File: config.mk
export PLATFORM = sky130hd
export DESIGN_NAME = tlb_translate_fifo_lru
export DESIGN_NICKNAME = d
export VERILOG_FILES = /design/src/rtl/core/tlb_pkg.sv /design/src/rtl/core/tlb_div.sv /design/src/rtl/core/tlb_datapath.sv /design/src/rtl/core/tlb_ctrl.sv /design/src/rtl/core/tlb_translate_fifo_lru.sv
export VERILOG_INCLUDE_DIRS = /design/src /design/src/rtl/core
export SDC_FILE = /design/constraint.sdc
export NUM_CORES = 2
export LEC_CHECK = 0
export BUFFER_PORTS_ARGS = -buffer_cell sky130_fd_sc_hd__buf_2
export CAP_MARGIN = 20
export CORE_ASPECT_RATIO = 1.75
export CORE_UTILIZATION = 56
export CTS_BUF_LIST = sky130_fd_sc_hd__clkbuf_2
export CTS_CLUSTER_DIAMETER = 200
export DETAILED_ROUTE_END_ITERATION = 10
export GPL_ROUTABILITY_DRIVEN = 0
export PLACE_DENSITY = 0.73
export SETUP_SLACK_MARGIN = 0.5
export SLEW_MARGIN = 40
export SYNTH_ARGS = -nofsm -noshare
export SYNTH_HDL_FRONTEND = slang
export SYNTH_HIERARCHICAL = 1
export SYNTH_SLANG_ARGS = --single-unit
File: constraint.sdc
create_clock -name clk -period 12.8 [get_ports clk]
set_clock_uncertainty 0.05 [all_clocks]
set_input_delay 1.28 -clock clk [delete_from_list [all_inputs] [get_ports clk]]
set_output_delay 1.28 -clock clk [all_outputs]
set_load 0.1 [all_outputs]
File: src/rtl/core/tlb_translate_fifo_lru_macros.svh
// Assertion macros shared by the TLB modules
`ifndef TLB_TRANSLATE_FIFO_LRU_MACROS_SVH
`define TLB_TRANSLATE_FIFO_LRU_MACROS_SVH

// Check that an antecedent implies a consequent on the next clock
`define TLB_ASSERT_NEXT(label, clk_s, rst_s, ante, cons, msg) \
    label: assert property (@(posedge clk_s) disable iff (!rst_s) (ante) |=> (cons)) \
        else $error(msg);

// Check that a condition always holds
`define TLB_ASSERT_ALWAYS(label, clk_s, rst_s, cond, msg) \
    label: assert property (@(posedge clk_s) disable iff (!rst_s) (cond)) \
        else $error(msg);

`endif

File: src/rtl/core/tlb_pkg.sv
// ----------------------------------------------------------------------------
// tlb_pkg
// Types, constants and command codes shared by the TLB modules.
// ----------------------------------------------------------------------------
package tlb_pkg;

    localparam int MAX_TLB_ENTRIES = 16;
    localparam int IDX_W = $clog2(MAX_TLB_ENTRIES);
    localparam int CNT_W = $clog2(MAX_TLB_ENTRIES + 1);

    localparam logic [1:0] CMD_TRANSLATE = 2'd0;
    localparam logic [1:0] CMD_FILL      = 2'd1;
    localparam logic [1:0] CMD_SWITCH    = 2'd2;
    localparam logic [1:0] CMD_NONE      = 2'd3;

    localparam logic [1:0] REG_PG_BYTES   = 2'd0;
    localparam logic [1:0] REG_PPT        = 2'd1;
    localparam logic [1:0] REG_ENTRIES    = 2'd2;
    localparam logic [1:0] REG_REPL_MODE  = 2'd3;

    localparam logic REPL_FIFO = 1'b0;
    localparam logic REPL_LRU  = 1'b1;

    typedef struct packed {
        logic [1:0]  command;
        logic [31:0] logical_address;
        logic [31:0] frame_number;
        logic [15:0] process_id;
    } tlb_in_t;

    typedef struct packed {
        logic        hit;
        logic [31:0] physical_address;
        logic [31:0] page_number;
        logic [31:0] first_level_index;
        logic [9:0]  second_level_index;
        logic        flushed;
    } tlb_out_t;

    // Commands from controller to datapath
    typedef struct packed {
        logic load;        // capture transaction, start first divide
        logic div2_start;  // start page divide by the table size
        logic scan_start;  // reset entry scan
        logic scan_step;   // examine one entry
        logic commit;      // update table and output register
        logic mul_start;   // capture frame * page bytes
    } tlb_cmd_t;

    // Status from datapath to controller
    typedef struct packed {
        logic div_done;
        logic scan_done;
        logic is_switch;
    } tlb_sts_t;

endpackage

File: src/rtl/core/tlb_div.sv
// ----------------------------------------------------------------------------
// tlb_div
// Radix-2 restoring divider, 32-bit dividend by 17-bit divisor, one bit a cycle.
// ----------------------------------------------------------------------------
module tlb_div (
    input  logic        clk,
    input  logic        rst_n,
    input  logic        start,
    input  logic [31:0] dividend,
    input  logic [16:0] divisor,
    output logic        done,
    output logic [31:0] quotient,
    output logic [16:0] remainder
);
    logic [31:0] quo_reg, quo_next;
    logic [16:0] rem_reg, rem_next;
    logic [16:0] dsr_reg, dsr_next;
    logic [5:0]  cnt_reg, cnt_next;
    logic        busy_reg, busy_next;
    logic [17:0] trial;

    // Load the operands on start; otherwise shift one dividend bit into the partial remainder
    always_comb
    begin
        quo_next  = quo_reg;
        rem_next  = rem_reg;
        dsr_next  = dsr_reg;
        cnt_next  = cnt_reg;
        busy_next = busy_reg;
        trial     = {rem_reg, quo_reg[31]};
        if (start)
        begin
            quo_next  = dividend;
            rem_next  = '0;
            dsr_next  = divisor;
            cnt_next  = 6'd32;
            busy_next = 1'b1;
        end
        else if (busy_reg)
        begin
            if (trial >= {1'b0, dsr_reg})
            begin
                rem_next = 17'(trial - {1'b0, dsr_reg});
                quo_next = {quo_reg[30:0], 1'b1};
            end
            else
            begin
                rem_next = trial[16:0];
                quo_next = {quo_reg[30:0], 1'b0};
            end
            cnt_next = cnt_reg - 6'd1;
            if (cnt_reg == 6'd1)
                busy_next = 1'b0;
        end
    end

    always_ff @(posedge clk or negedge rst_n)
    begin
        if (!rst_n)
        begin
            busy_reg <= 1'b0;
            cnt_reg  <= '0;
        end
        else
        begin
            busy_reg <= busy_next;
            cnt_reg  <= cnt_next;
        end
    end

    always_ff @(posedge clk)
    begin
        quo_reg <= quo_next;
        rem_reg <= rem_next;
        dsr_reg <= dsr_next;
    end

    assign done      = busy_reg && (cnt_reg == 6'd1);
    assign quotient  = quo_next;
    assign remainder = rem_next;
endmodule

File: src/rtl/core/tlb_datapath.sv
// ----------------------------------------------------------------------------
// tlb_datapath
// Configuration, entry table, divider, entry scan and result register.
// ----------------------------------------------------------------------------
module tlb_datapath (
    input  logic                clk,
    input  logic                rst_n,
    input  logic                cfg_we,
    input  logic [1:0]          cfg_index,
    input  logic [16:0]         cfg_data,
    input  tlb_pkg::tlb_in_t    in_item,
    input  tlb_pkg::tlb_cmd_t   cmd,
    output tlb_pkg::tlb_sts_t   sts,
    output tlb_pkg::tlb_out_t   result
);
    import tlb_pkg::*;

    // Configuration registers
    logic [16:0] pgsz_reg;
    logic [10:0] ppt_reg;
    logic [4:0]  entries_reg;
    logic        mode_reg;

    always_ff @(posedge clk or negedge rst_n)
    begin
        if (!rst_n)
        begin
            pgsz_reg    <= 17'd64;
            ppt_reg     <= 11'd4;
            entries_reg <= 5'd4;
            mode_reg    <= REPL_FIFO;
        end
        else if (cfg_we)
        begin
            unique case (cfg_index)
                REG_PG_BYTES:  pgsz_reg    <= cfg_data;
                REG_PPT:       ppt_reg     <= cfg_data[10:0];
                REG_ENTRIES:   entries_reg <= cfg_data[4:0];
                REG_REPL_MODE: mode_reg    <= cfg_data[0];
                default:       ;
            endcase
        end
    end

    // Clamp configuration to legal ranges
    logic [16:0] ps_eff;
    logic [10:0] ppt_eff;
    logic [CNT_W-1:0] used_eff;
    always_comb
    begin
        ps_eff = pgsz_reg;
        if (pgsz_reg == 17'd0)
            ps_eff = 17'd1;
        else if (pgsz_reg > 17'd65536)
            ps_eff = 17'd65536;
        ppt_eff = ppt_reg;
        if (ppt_reg == 11'd0)
            ppt_eff = 11'd1;
        else if (ppt_reg > 11'd1024)
            ppt_eff = 11'd1024;
        if (entries_reg == 5'd0)
            used_eff = CNT_W'(1);
        else if (entries_reg > 5'(MAX_TLB_ENTRIES))
            used_eff = CNT_W'(MAX_TLB_ENTRIES);
        else
            used_eff = CNT_W'(entries_reg);
    end

    // Transaction capture
    tlb_in_t in_reg;
    always_ff @(posedge clk)
    begin
        if (cmd.load)
            in_reg <= in_item;
    end

    // Divide results: page and offset, then the indices
    logic [31:0] page_reg, off_reg, fli_reg;
    logic [9:0]  sli_reg;
    logic        phase_reg;

    // Shared divider
    logic        div_start, div_done;
    logic [31:0] div_dividend, div_q;
    logic [16:0] div_divisor, div_r;
    assign div_start    = cmd.load || cmd.div2_start;
    assign div_dividend = cmd.load ? in_item.logical_address : page_reg;
    assign div_divisor  = cmd.load ? ps_eff : {6'd0, ppt_eff};

    tlb_div u_div (
        .clk       (clk),
        .rst_n     (rst_n),
        .start     (div_start),
        .dividend  (div_dividend),
        .divisor   (div_divisor),
        .done      (div_done),
        .quotient  (div_q),
        .remainder (div_r)
    );

    // Capture divide results in order
    always_ff @(posedge clk or negedge rst_n)
    begin
        if (!rst_n)
            phase_reg <= 1'b0;
        else if (cmd.load)
            phase_reg <= 1'b0;
        else if (div_done)
            phase_reg <= 1'b1;
    end
    always_ff @(posedge clk)
    begin
        if (div_done && !phase_reg)
        begin
            page_reg <= div_q;
            off_reg  <= {15'd0, div_r};
        end
        else if (div_done)
        begin
            fli_reg <= div_q;
            sli_reg <= div_r[9:0];
        end
    end

    // Entry table
    logic [31:0] entry_page  [MAX_TLB_ENTRIES];
    logic [31:0] entry_frame [MAX_TLB_ENTRIES];
    logic [31:0] entry_stamp [MAX_TLB_ENTRIES];
    logic [CNT_W-1:0] fill_count_reg;
    logic [IDX_W-1:0] fifo_ptr_reg;
    logic [31:0]      clock_reg;
    logic [15:0]      cur_proc_reg;

    // Scan: find a match and the oldest stamp, one entry a cycle
    logic [CNT_W-1:0] scan_reg;
    logic             found_reg;
    logic [IDX_W-1:0] match_reg, lru_reg;
    logic [31:0]      lru_stamp_reg;
    logic [IDX_W-1:0] scan_idx;
    assign scan_idx = scan_reg[IDX_W-1:0];

    always_ff @(posedge clk)
    begin
        if (cmd.scan_start)
        begin
            scan_reg  <= '0;
            found_reg <= 1'b0;
            match_reg <= '0;
            lru_reg   <= '0;
        end
        else if (cmd.scan_step && scan_reg < fill_count_reg)
        begin
            if (!found_reg && entry_page[scan_idx] == page_reg)
            begin
                found_reg <= 1'b1;
                match_reg <= scan_idx;
            end
            if (scan_reg == '0 || entry_stamp[scan_idx] < lru_stamp_reg)
            begin
                lru_reg       <= scan_idx;
                lru_stamp_reg <= entry_stamp[scan_idx];
            end
            scan_reg <= scan_reg + CNT_W'(1);
        end
    end

    // Frame times page bytes, registered before the add
    logic [31:0] frame_sel, prod_reg;
    assign frame_sel = (in_reg.command == CMD_FILL) ? in_reg.frame_number
                                                    : entry_frame[match_reg];
    always_ff @(posedge clk)
    begin
        if (cmd.mul_start)
            prod_reg <= 32'(frame_sel * {15'd0, ps_eff});
    end

    // Slot choice for a fill
    logic [IDX_W-1:0] fifo_v, slot;
    logic             append;
    always_comb
    begin
        fifo_v = (CNT_W'(fifo_ptr_reg) < fill_count_reg) ? fifo_ptr_reg : '0;
        append = 1'b0;
        if (found_reg)
            slot = match_reg;
        else if (fill_count_reg < used_eff)
        begin
            slot   = fill_count_reg[IDX_W-1:0];
            append = 1'b1;
        end
        else if (mode_reg == REPL_LRU)
            slot = lru_reg;
        else
            slot = fifo_v;
    end

    logic [CNT_W-1:0] fifo_inc;
    assign fifo_inc = CNT_W'(fifo_v) + CNT_W'(1);

    // Reduce the next FIFO pointer modulo the entries in use during the scan
    logic [CNT_W-1:0] fmod_reg;
    always_ff @(posedge clk)
    begin
        if (cmd.scan_start)
            fmod_reg <= fifo_inc;
        else if (cmd.scan_step && fmod_reg >= used_eff)
            fmod_reg <= fmod_reg - used_eff;
    end

    // Commit the transaction
    always_ff @(posedge clk or negedge rst_n)
    begin
        if (!rst_n)
        begin
            fill_count_reg <= '0;
            fifo_ptr_reg   <= '0;
            clock_reg      <= '0;
            cur_proc_reg   <= '0;
        end
        else if (cmd.commit)
        begin
            unique case (in_reg.command)
                CMD_TRANSLATE:
                    if (found_reg)
                        clock_reg <= clock_reg + 32'd1;
                CMD_FILL:
                begin
                    clock_reg <= clock_reg + 32'd1;
                    if (append)
                        fill_count_reg <= fill_count_reg + CNT_W'(1);
                    else if (!found_reg && mode_reg == REPL_FIFO)
                        fifo_ptr_reg <= fmod_reg[IDX_W-1:0];
                end
                CMD_SWITCH:
                begin
                    if (cur_proc_reg != in_reg.process_id)
                        fill_count_reg <= '0;
                    cur_proc_reg <= in_reg.process_id;
                end
                default: ;
            endcase
        end
    end

    always_ff @(posedge clk)
    begin
        if (cmd.commit)
        begin
            if (in_reg.command == CMD_TRANSLATE && found_reg)
                entry_stamp[match_reg] <= clock_reg;
            else if (in_reg.command == CMD_FILL)
            begin
                entry_page[slot]  <= page_reg;
                entry_frame[slot] <= in_reg.frame_number;
                entry_stamp[slot] <= clock_reg;
            end
        end
    end

    // Result register
    tlb_out_t res_reg, res_next;
    always_comb
    begin
        res_next = '0;
        unique case (in_reg.command)
            CMD_TRANSLATE, CMD_FILL:
            begin
                res_next.hit = found_reg || (in_reg.command == CMD_FILL);
                res_next.physical_address =
                    (found_reg || in_reg.command == CMD_FILL) ? off_reg + prod_reg
                                                              : 32'd0;
                res_next.page_number        = page_reg;
                res_next.first_level_index  = fli_reg;
                res_next.second_level_index = sli_reg;
            end
            CMD_SWITCH:
                res_next.flushed = (cur_proc_reg != in_reg.process_id);
            default: ;
        endcase
    end

    always_ff @(posedge clk)
    begin
        if (cmd.commit)
            res_reg <= res_next;
    end

    assign result         = res_reg;
    assign sts.div_done   = div_done;
    assign sts.scan_done  = (scan_reg >= fill_count_reg);
    assign sts.is_switch  = (in_reg.command != CMD_TRANSLATE)
                            && (in_reg.command != CMD_FILL);

`include "tlb_translate_fifo_lru_macros.svh"
    `TLB_ASSERT_ALWAYS(a_fill_bound, clk, rst_n, fill_count_reg <= CNT_W'(MAX_TLB_ENTRIES), "fill count over depth")
    `TLB_ASSERT_NEXT(a_sw_flush, clk, rst_n, cmd.commit && in_reg.command == CMD_SWITCH && cur_proc_reg != in_reg.process_id, fill_count_reg == '0, "switch did not flush")
    `TLB_ASSERT_NEXT(a_clk_step, clk, rst_n, cmd.commit && in_reg.command == CMD_FILL, clock_reg == $past(clock_reg) + 32'd1, "stamp clock did not advance")
endmodule

File: src/rtl/core/tlb_ctrl.sv
// ----------------------------------------------------------------------------
// tlb_ctrl
// Sequencer: two divides, entry scan, multiply, commit; a switch or unused command goes straight to commit.
// ----------------------------------------------------------------------------
module tlb_ctrl (
    input  logic              clk,
    input  logic              rst_n,
    input  logic              start,
    input  tlb_pkg::tlb_sts_t sts,
    output tlb_pkg::tlb_cmd_t cmd,
    output logic              busy,
    output logic              done
);
    import tlb_pkg::*;

    typedef enum logic [7:0] {
        ST_IDLE   = 8'b0000_0001,
        ST_DIV1   = 8'b0000_0010,
        ST_DIV2   = 8'b0000_0100,
        ST_SCAN   = 8'b0000_1000,
        ST_MUL    = 8'b0001_0000,
        ST_COMMIT = 8'b0010_0000,
        ST_DONE   = 8'b0100_0000,
        ST_SWITCH = 8'b1000_0000
    } state_t;

    state_t state_reg, state_next;

    // Advance through the phases of one transaction
    always_comb
    begin
        state_next = state_reg;
        cmd        = '0;
        unique case (state_reg)
            ST_IDLE:
                if (start)
                begin
                    cmd.load   = 1'b1;
                    state_next = ST_DIV1;
                end
            ST_DIV1:
                if (sts.is_switch)
                    state_next = ST_SWITCH;
                else if (sts.div_done)
                begin
                    state_next = ST_DIV2;
                end
            ST_DIV2:
            begin
                cmd.div2_start = 1'b1;
                cmd.scan_start = 1'b1;
                state_next     = ST_SCAN;
            end
            ST_SCAN:
            begin
                cmd.scan_step = 1'b1;
                if (sts.scan_done && sts.div_done)
                    state_next = ST_MUL;
            end
            ST_MUL:
            begin
                cmd.mul_start = 1'b1;
                state_next    = ST_COMMIT;
            end
            ST_COMMIT, ST_SWITCH:
            begin
                cmd.commit = 1'b1;
                state_next = ST_DONE;
            end
            ST_DONE:
                state_next = ST_IDLE;
            default:
                state_next = ST_IDLE;
        endcase
    end

    always_ff @(posedge clk or negedge rst_n)
    begin
        if (!rst_n)
            state_reg <= ST_IDLE;
        else
            state_reg <= state_next;
    end

    assign busy = (state_reg != ST_IDLE);
    assign done = (state_reg == ST_DONE);

`include "tlb_translate_fifo_lru_macros.svh"
    `TLB_ASSERT_NEXT(a_commit_done, clk, rst_n, cmd.commit, state_reg == ST_DONE, "commit not followed by done")
    `TLB_ASSERT_NEXT(a_start_busy, clk, rst_n, start && !busy, busy, "start not taken")
    `TLB_ASSERT_ALWAYS(a_state_onehot, clk, rst_n, $onehot(state_reg), "state not one-hot")
endmodule

File: src/rtl/core/tlb_translate_fifo_lru.sv
// ----------------------------------------------------------------------------
// tlb_translate_fifo_lru
// TLB with address split and FIFO or LRU replacement.
// ----------------------------------------------------------------------------
//  channel   handshake          payload
//  command   start / busy       cmd_in  (tlb_in_t)
//  result    valid (1 cycle)    result  (tlb_out_t)
//  config    cfg_we             cfg_index, cfg_data
//
// A translate or fill keeps busy high from the accepting edge while it runs
// the shared serial divider (page and offset), starts the second divide, runs
// it (indices) with the entry scan alongside, then multiplies, commits and
// gives the result; the next command is taken in the cycle after the result.
// A process switch or unused command skips the divides, scan and multiply.
// Reset clears control state; the receiver cannot stall.
// ----------------------------------------------------------------------------
module tlb_translate_fifo_lru (
    input  logic              clk,
    input  logic              rst_n,
    input  logic              start,
    output logic              busy,
    input  tlb_pkg::tlb_in_t  cmd_in,
    output logic              valid,
    output tlb_pkg::tlb_out_t result,
    input  logic              cfg_we,
    input  logic [1:0]        cfg_index,
    input  logic [16:0]       cfg_data
);
    import tlb_pkg::*;

    tlb_cmd_t ctl_cmd;
    tlb_sts_t dp_sts;

    tlb_ctrl u_ctrl (
        .clk   (clk),
        .rst_n (rst_n),
        .start (start),
        .sts   (dp_sts),
        .cmd   (ctl_cmd),
        .busy  (busy),
        .done  (valid)
    );

    tlb_datapath u_dp (
        .clk       (clk),
        .rst_n     (rst_n),
        .cfg_we    (cfg_we),
        .cfg_index (cfg_index),
        .cfg_data  (cfg_data),
        .in_item   (cmd_in),
        .cmd       (ctl_cmd),
        .sts       (dp_sts),
        .result    (result)
    );
endmodule

# Yosys cells after proc, flatten, opt, wreduce, memory -nomap -nowiden
# Memory sizes are Yosys's and may differ from the RTL's. A register that Yosys moved wholly into a read port is not among the register bits.
# Index checks and enable logic that the tools add are counted.
# W data, S select, Z words.
dict set report word_totals {
  regBits 505
  mem_bits_rw 1536
  inputBits 105
  out_inout_bits 110
  mem_count 3
}
# name words width read_ports rd_ports_with_merged_regs write_ports line_no
set memory_table {}
lappend memory_table {u_dp.entry_frame 16 32 1 1 1 tlb_datapath.sv:127} ;# logic [31:0] entry_frame [MAX_TLB_ENTRIES];
lappend memory_table {u_dp.entry_page 16 32 1 1 1 tlb_datapath.sv:126} ;# logic [31:0] entry_page [MAX_TLB_ENTRIES];
lappend memory_table {u_dp.entry_stamp 16 32 1 1 1 tlb_datapath.sv:128} ;# logic [31:0] entry_stamp [MAX_TLB_ENTRIES];
dict set report classes {
  addsub 8
  n_mul 1
  order_cmp 10
  eq_ne 24
  mux 62
  bitwise 4
  reduce_logical 43
}
# operator count
set ops {}
lappend ops {{$mux W32} 6}
lappend ops {{$mux W17} 5}
lappend ops {{$pmux W32 S2} 1}
lappend ops {{$pmux W8 S6} 1}
lappend ops {{$mux W4} 11}
lappend ops {{$mux W11} 3}
lappend ops {{$add A17 B32 Y32} 1}
lappend ops {{$add A32 B1 Y32 const B} 1}
lappend ops {{$eq A32 B32 Y1} 1}
lappend ops {{$lt A32 B32 Y1} 1}
lappend ops {{$mul A32 B17 Y32} 1}
lappend ops {{$mux W8} 4}
lappend ops {{$reduce_or A32 Y1} 1}
lappend ops {{$mux W5} 6}
lappend ops {{$mux W1} 21}
lappend ops {{$ge A18 B17 Y1} 1}
lappend ops {{$reduce_and A2 Y1} 9}
lappend ops {{$gt A17 B17 Y1 const B} 1}
lappend ops {{$logic_not A17 Y1} 1}
lappend ops {{$sub A17 B17 Y17} 1}
lappend ops {{$ne A16 B16 Y1} 1}
lappend ops {{$mux W6} 2}
lappend ops {{$reduce_bool A2 Y1} 6}
lappend ops {{$gt A11 B11 Y1 const B} 1}
lappend ops {{other kinds (35)} 65}

# Logic depth before layout (Yosys ltp)
dict set report logic_depth {
  depth_word 8
  depth_mapped 35
  ltp_nobuf 28
}

# Hierarchy
# The synthesis kept the hierarchy.
# module instances cells_per_inst area_each_um2
set by_module_without_submodules {}
lappend by_module_without_submodules {tlb_datapath 1 4990 88487.4}
lappend by_module_without_submodules {tlb_div 1 419 3940.0}
lappend by_module_without_submodules {tlb_ctrl 1 50 442.9}

# Least setup slack after synthesis
# Ideal clock, no wire load.
dict set report synth_timing {
  path_type {reg-to-reg}
  from {register u_ctrl.state_reg[1]}
  to {memory u_dp.entry_frame[4][0], enable pin}
  setup_ps 486
  arrival_time_ps 9214
  slack_ps 3050
  stages_incl_launch_ff 7
  n_path_buf 0
  period_less_slack_ps 9750
  cell_sequence {dfrtp_1 > nor3_1 > nand2_1 > nor2_1 > and2_0 > or3b_2 > nor2_1}
}
# element line_no
set synth_lines {}
lappend synth_lines {{start: declaration} tlb_ctrl.sv:27} ;# state_t state_reg, state_next;
lappend synth_lines {{start signal: assignment} tlb_ctrl.sv:82} ;# state_reg <= state_next;
lappend synth_lines {{end: declaration} tlb_datapath.sv:127}

==> impl_metrics.ini <==
[clock_network]
htree_levels = 5
cts_resized = 0
hold_buffers = 100
cts_root_buffer = clkbuf_2
clkLatencyLatePin_ps = 1650
cts_tree = done
numCtsBuffers = 431
cts.clk_slew.worst_paths_ps = 130
clk_path_buf_depth = 4
postCtsSetupRepairBufs = 0
clkSinkCount = 2049

[floorplan]
die_area_mm2 = 0.168
die_h_um = 541
num_rows = 197
ios = 215
die_w_um = 310
start_util = 0.564
coreArea_mm2 = 0.165

[sta]
fin_tns_setup_ps = 0
worst_slew_pin_slew_ps = 920
hold_viol = 0
setup_viol_count_final = 0
period_minus_slack_ps = 9480
relSlewSlack = 0.385
drv_slew = 0
rsz0062_at_grt = false
setup_ws_ps = 3320
final.period_utilization = 0.741
max_clock_freq_mhz = 105

[routing]
via_per_inst = 5.95
dr.first_iter.drc_count = 4324
totalWireLength_mm = 221
drc_errors = 0
ant_nets = 0
wl_per_cell_um = 25.6
firstDrtPassIters = 5
vias = 51367

[yosys]
ys.flop_type = edfxtp_1
synth-warning-count = 6
postSynthAreaPerCell_um2 = 17.0
ys_seq_area_frac = 0.649
synthArstFlopShare = 0.0522
synth_cell_types = 99
ys_ff_latch = 2049
synth_edf_count = 1871
synth_top_area_share = 0.605
synthCells = 5459
synth_top_cell_by_area = edfxtp_1
synth_area_mm2 = 0.0929
ys_top_cells_by_area = edfxtp_1 (60%), mux4_2 (11%), fa_1 (6.9%), dfrtp_1 (2.8%), ha_1 (2.1%)
synth_fp_nets = 6042

[power_and_ir_drop]
ir_drop_v = 0.000513
combPwrFrac = 0.439
internal_power_uw = 13700
p_leak_uw = 0.0353
power_frac_seq = 0.385
switching_share = 0.378
powerDensity_mw_per_mm2 = 216
p_clk_frac = 0.176
switchingPower_uw = 8330

[grt]
globalRouteOverflowTotal = 0
grt_pass1_vias = 55014
grt_max_degree = 91
track_usage = 0.271
antenna_found_initial = 7
grt_pass1_wl_mm = 333

[run_status]
status = completed

[layout]
final_nets = 6692
drive_gt1_frac = 0.256
reg_top3 = u_dp/entry_frame: 512 flops, u_dp/entry_page: 512 flops, u_dp/entry_stamp: 512 flops
area_growth_pct = 9.85

[critical_path]
criticalPathCategory = reg2reg
crit_fanout = 37
crit_arrival_ps = 10620
crit_path_start_kind = flop
cp-end-kind = flop
required_ps = 13940

[flow_run]
max-cap-violations = 0

[placed_design]
dp_hpwl_mm = 137
pre_cts_ws_ps = 3310
portBuffers = 214

[hold_path]
hold_class = in2reg
per-layer routing:
metal  GRT usage  share of wire  vias up
li1            -              -    22032
met4       0.123          0.043        4
met2       0.475           0.53     2297
met1       0.323           0.36    26500
met5           0        0.00014        -
met3      0.0492          0.072      534
worst max-delay path, cell delays in order, from the launching register on:
cell and delay (ps):
dfxtp_4 650, buf_4 520, buf_4 660, mux4_2 590, nor2_1 100, nor2_1 70, o221ai_1 640, nor2_1 160
fa_1 590, inv_1 60, fa_1 450, fa_1 510, inv_1 50, fa_1 550, fa_1 430, fa_1 440
ha_1 370, a21o_1 200, a21o_1 170, a21oi_1 200, o21ai_0 140, a311oi_1 370, nor2_1 130, o41ai_1 490
o21a_1 240, o21ai_0 110, xnor2_1 140
cell usage after synthesis (6+ instances only):
cell and n:
dfxtp_1 71, edfxtp_1 1871, xor2_1 39, a211oi_1 17, nand3_1 39, mux4_1 9, ha_1 156, buf_2 37
nor2b_1 87, o21ai_1 33, inv_1 446, o21a_1 12, nand4_1 40, o21ai_0 66, nor4_1 12, mux4_2 454
buf_6 22, dfrtp_1 103, nand3b_1 8, clkbuf_1 136, fa_1 322, o211ai_1 6, a31oi_1 9, a21oi_1 88
o22ai_1 14, nor2_1 209, and2_1 44, mux2_2 92, buf_1 26, a22o_1 8, nand2_1 452, o31ai_1 10
xnor2_1 129, nor3_1 28, or3_1 23, buf_4 11, mux2i_1 65, a21o_1 49, and3_1 73, and4_1 7
nand2b_1 37
path summary, 6_finish.rpt:
| check | from | to | depth (start not counted) | slack (ps) |
|---|---|---|---|---|
| max in group asynchronous | rst_n | u_dp/clock_reg[30] | 4 | 10970 |
| setup / recovery | flop | u_dp/prod_reg[31] | 26 | 3320 |
| hold reg to reg | u_dp/fli_reg[12] | u_dp/result[23] | 1 | 420 |
| hold / removal | cmd_in[59] | u_dp/u_div/quo_reg[11] | 4 | 160 |
| min in group asynchronous | rst_n | u_ctrl/state_reg[6] | 3 | 640 |
| setup reg to reg | flop | u_dp/prod_reg[31] | 26 | 3320 |
cell usage in the layout (no fill, tap or decap), types with 23 or more instances in the layout:
cell,n
nand2_1,452
and2_1,42
a21oi_1,87
xor2_1,39
mux2i_1,65
dfrtp_1,102
dfxtp_1,65
nand4_1,40
clkbuf_2,600
nand3_1,39
or3_1,23
clkinv_1,120
buf_2,215
nor2b_1,85
xnor2_1,129
nor3_1,28
fa_1,322
o21ai_1,33
ha_1,156
nand2b_1,35
edfxtp_1,1871
nor2_1,171
buf_4,113
nor2_4,36
clkinv_2,29
dlygate4sd3_1,99
a21o_1,49
mux2_2,92
and3_1,73
inv_1,445
mux4_2,454
o21ai_0,66
cell families after synthesis:
kind of cell / count (synthesis) / share of synthesized area
buffers and inverters: 683 / 0.0307
muxes: 626 / 0.132
AOI/OAI and AO/OA: 371 / 0.0265
DFF: 2049 / 0.649
and+or+nand+nor: 1081 / 0.0551
xor gates and xnor gates: 170 / 0.0163
adders and majority gates: 479 / 0.0905
power by group through the flow:
stage	combinational [uW]	sequential, uW	clock (uW)
floorplan	7200	8600	0
global placement	9430	8610	0
detailed placement	9600	8620	0
CTS	9690	8470	4010
global route	10800	8510	4290
finish	9670	8480	3890
stage by stage:
stage                util  area (um^2)  instances  power [uW]  hold WS (ps)
finish              0.620       102000       8640       22000           161
global route        0.620       102000       8639       23600          67.1
CTS                 0.619       102000       8633       22200          11.0
detailed placement  0.590        97100       7765       18200           464
global placement    0.588        96800       7752       18000           455
floorplan               -        92900       5459       15800           414
final cells by class:
cell class	instances	area, um^2
Antenna cell	7	17.5
Clock buffer	600	3000
Multi-Input combinational cell	2727	30100
Sequential cell	2049	60300
Timing Repair Buffer	452	3280
Tap cell	2189	2740
Fill cell	12203	62600
Clock inverter	168	913
Inverter	448	1680
No activity file was read; power rests on OpenSTA's default activity.
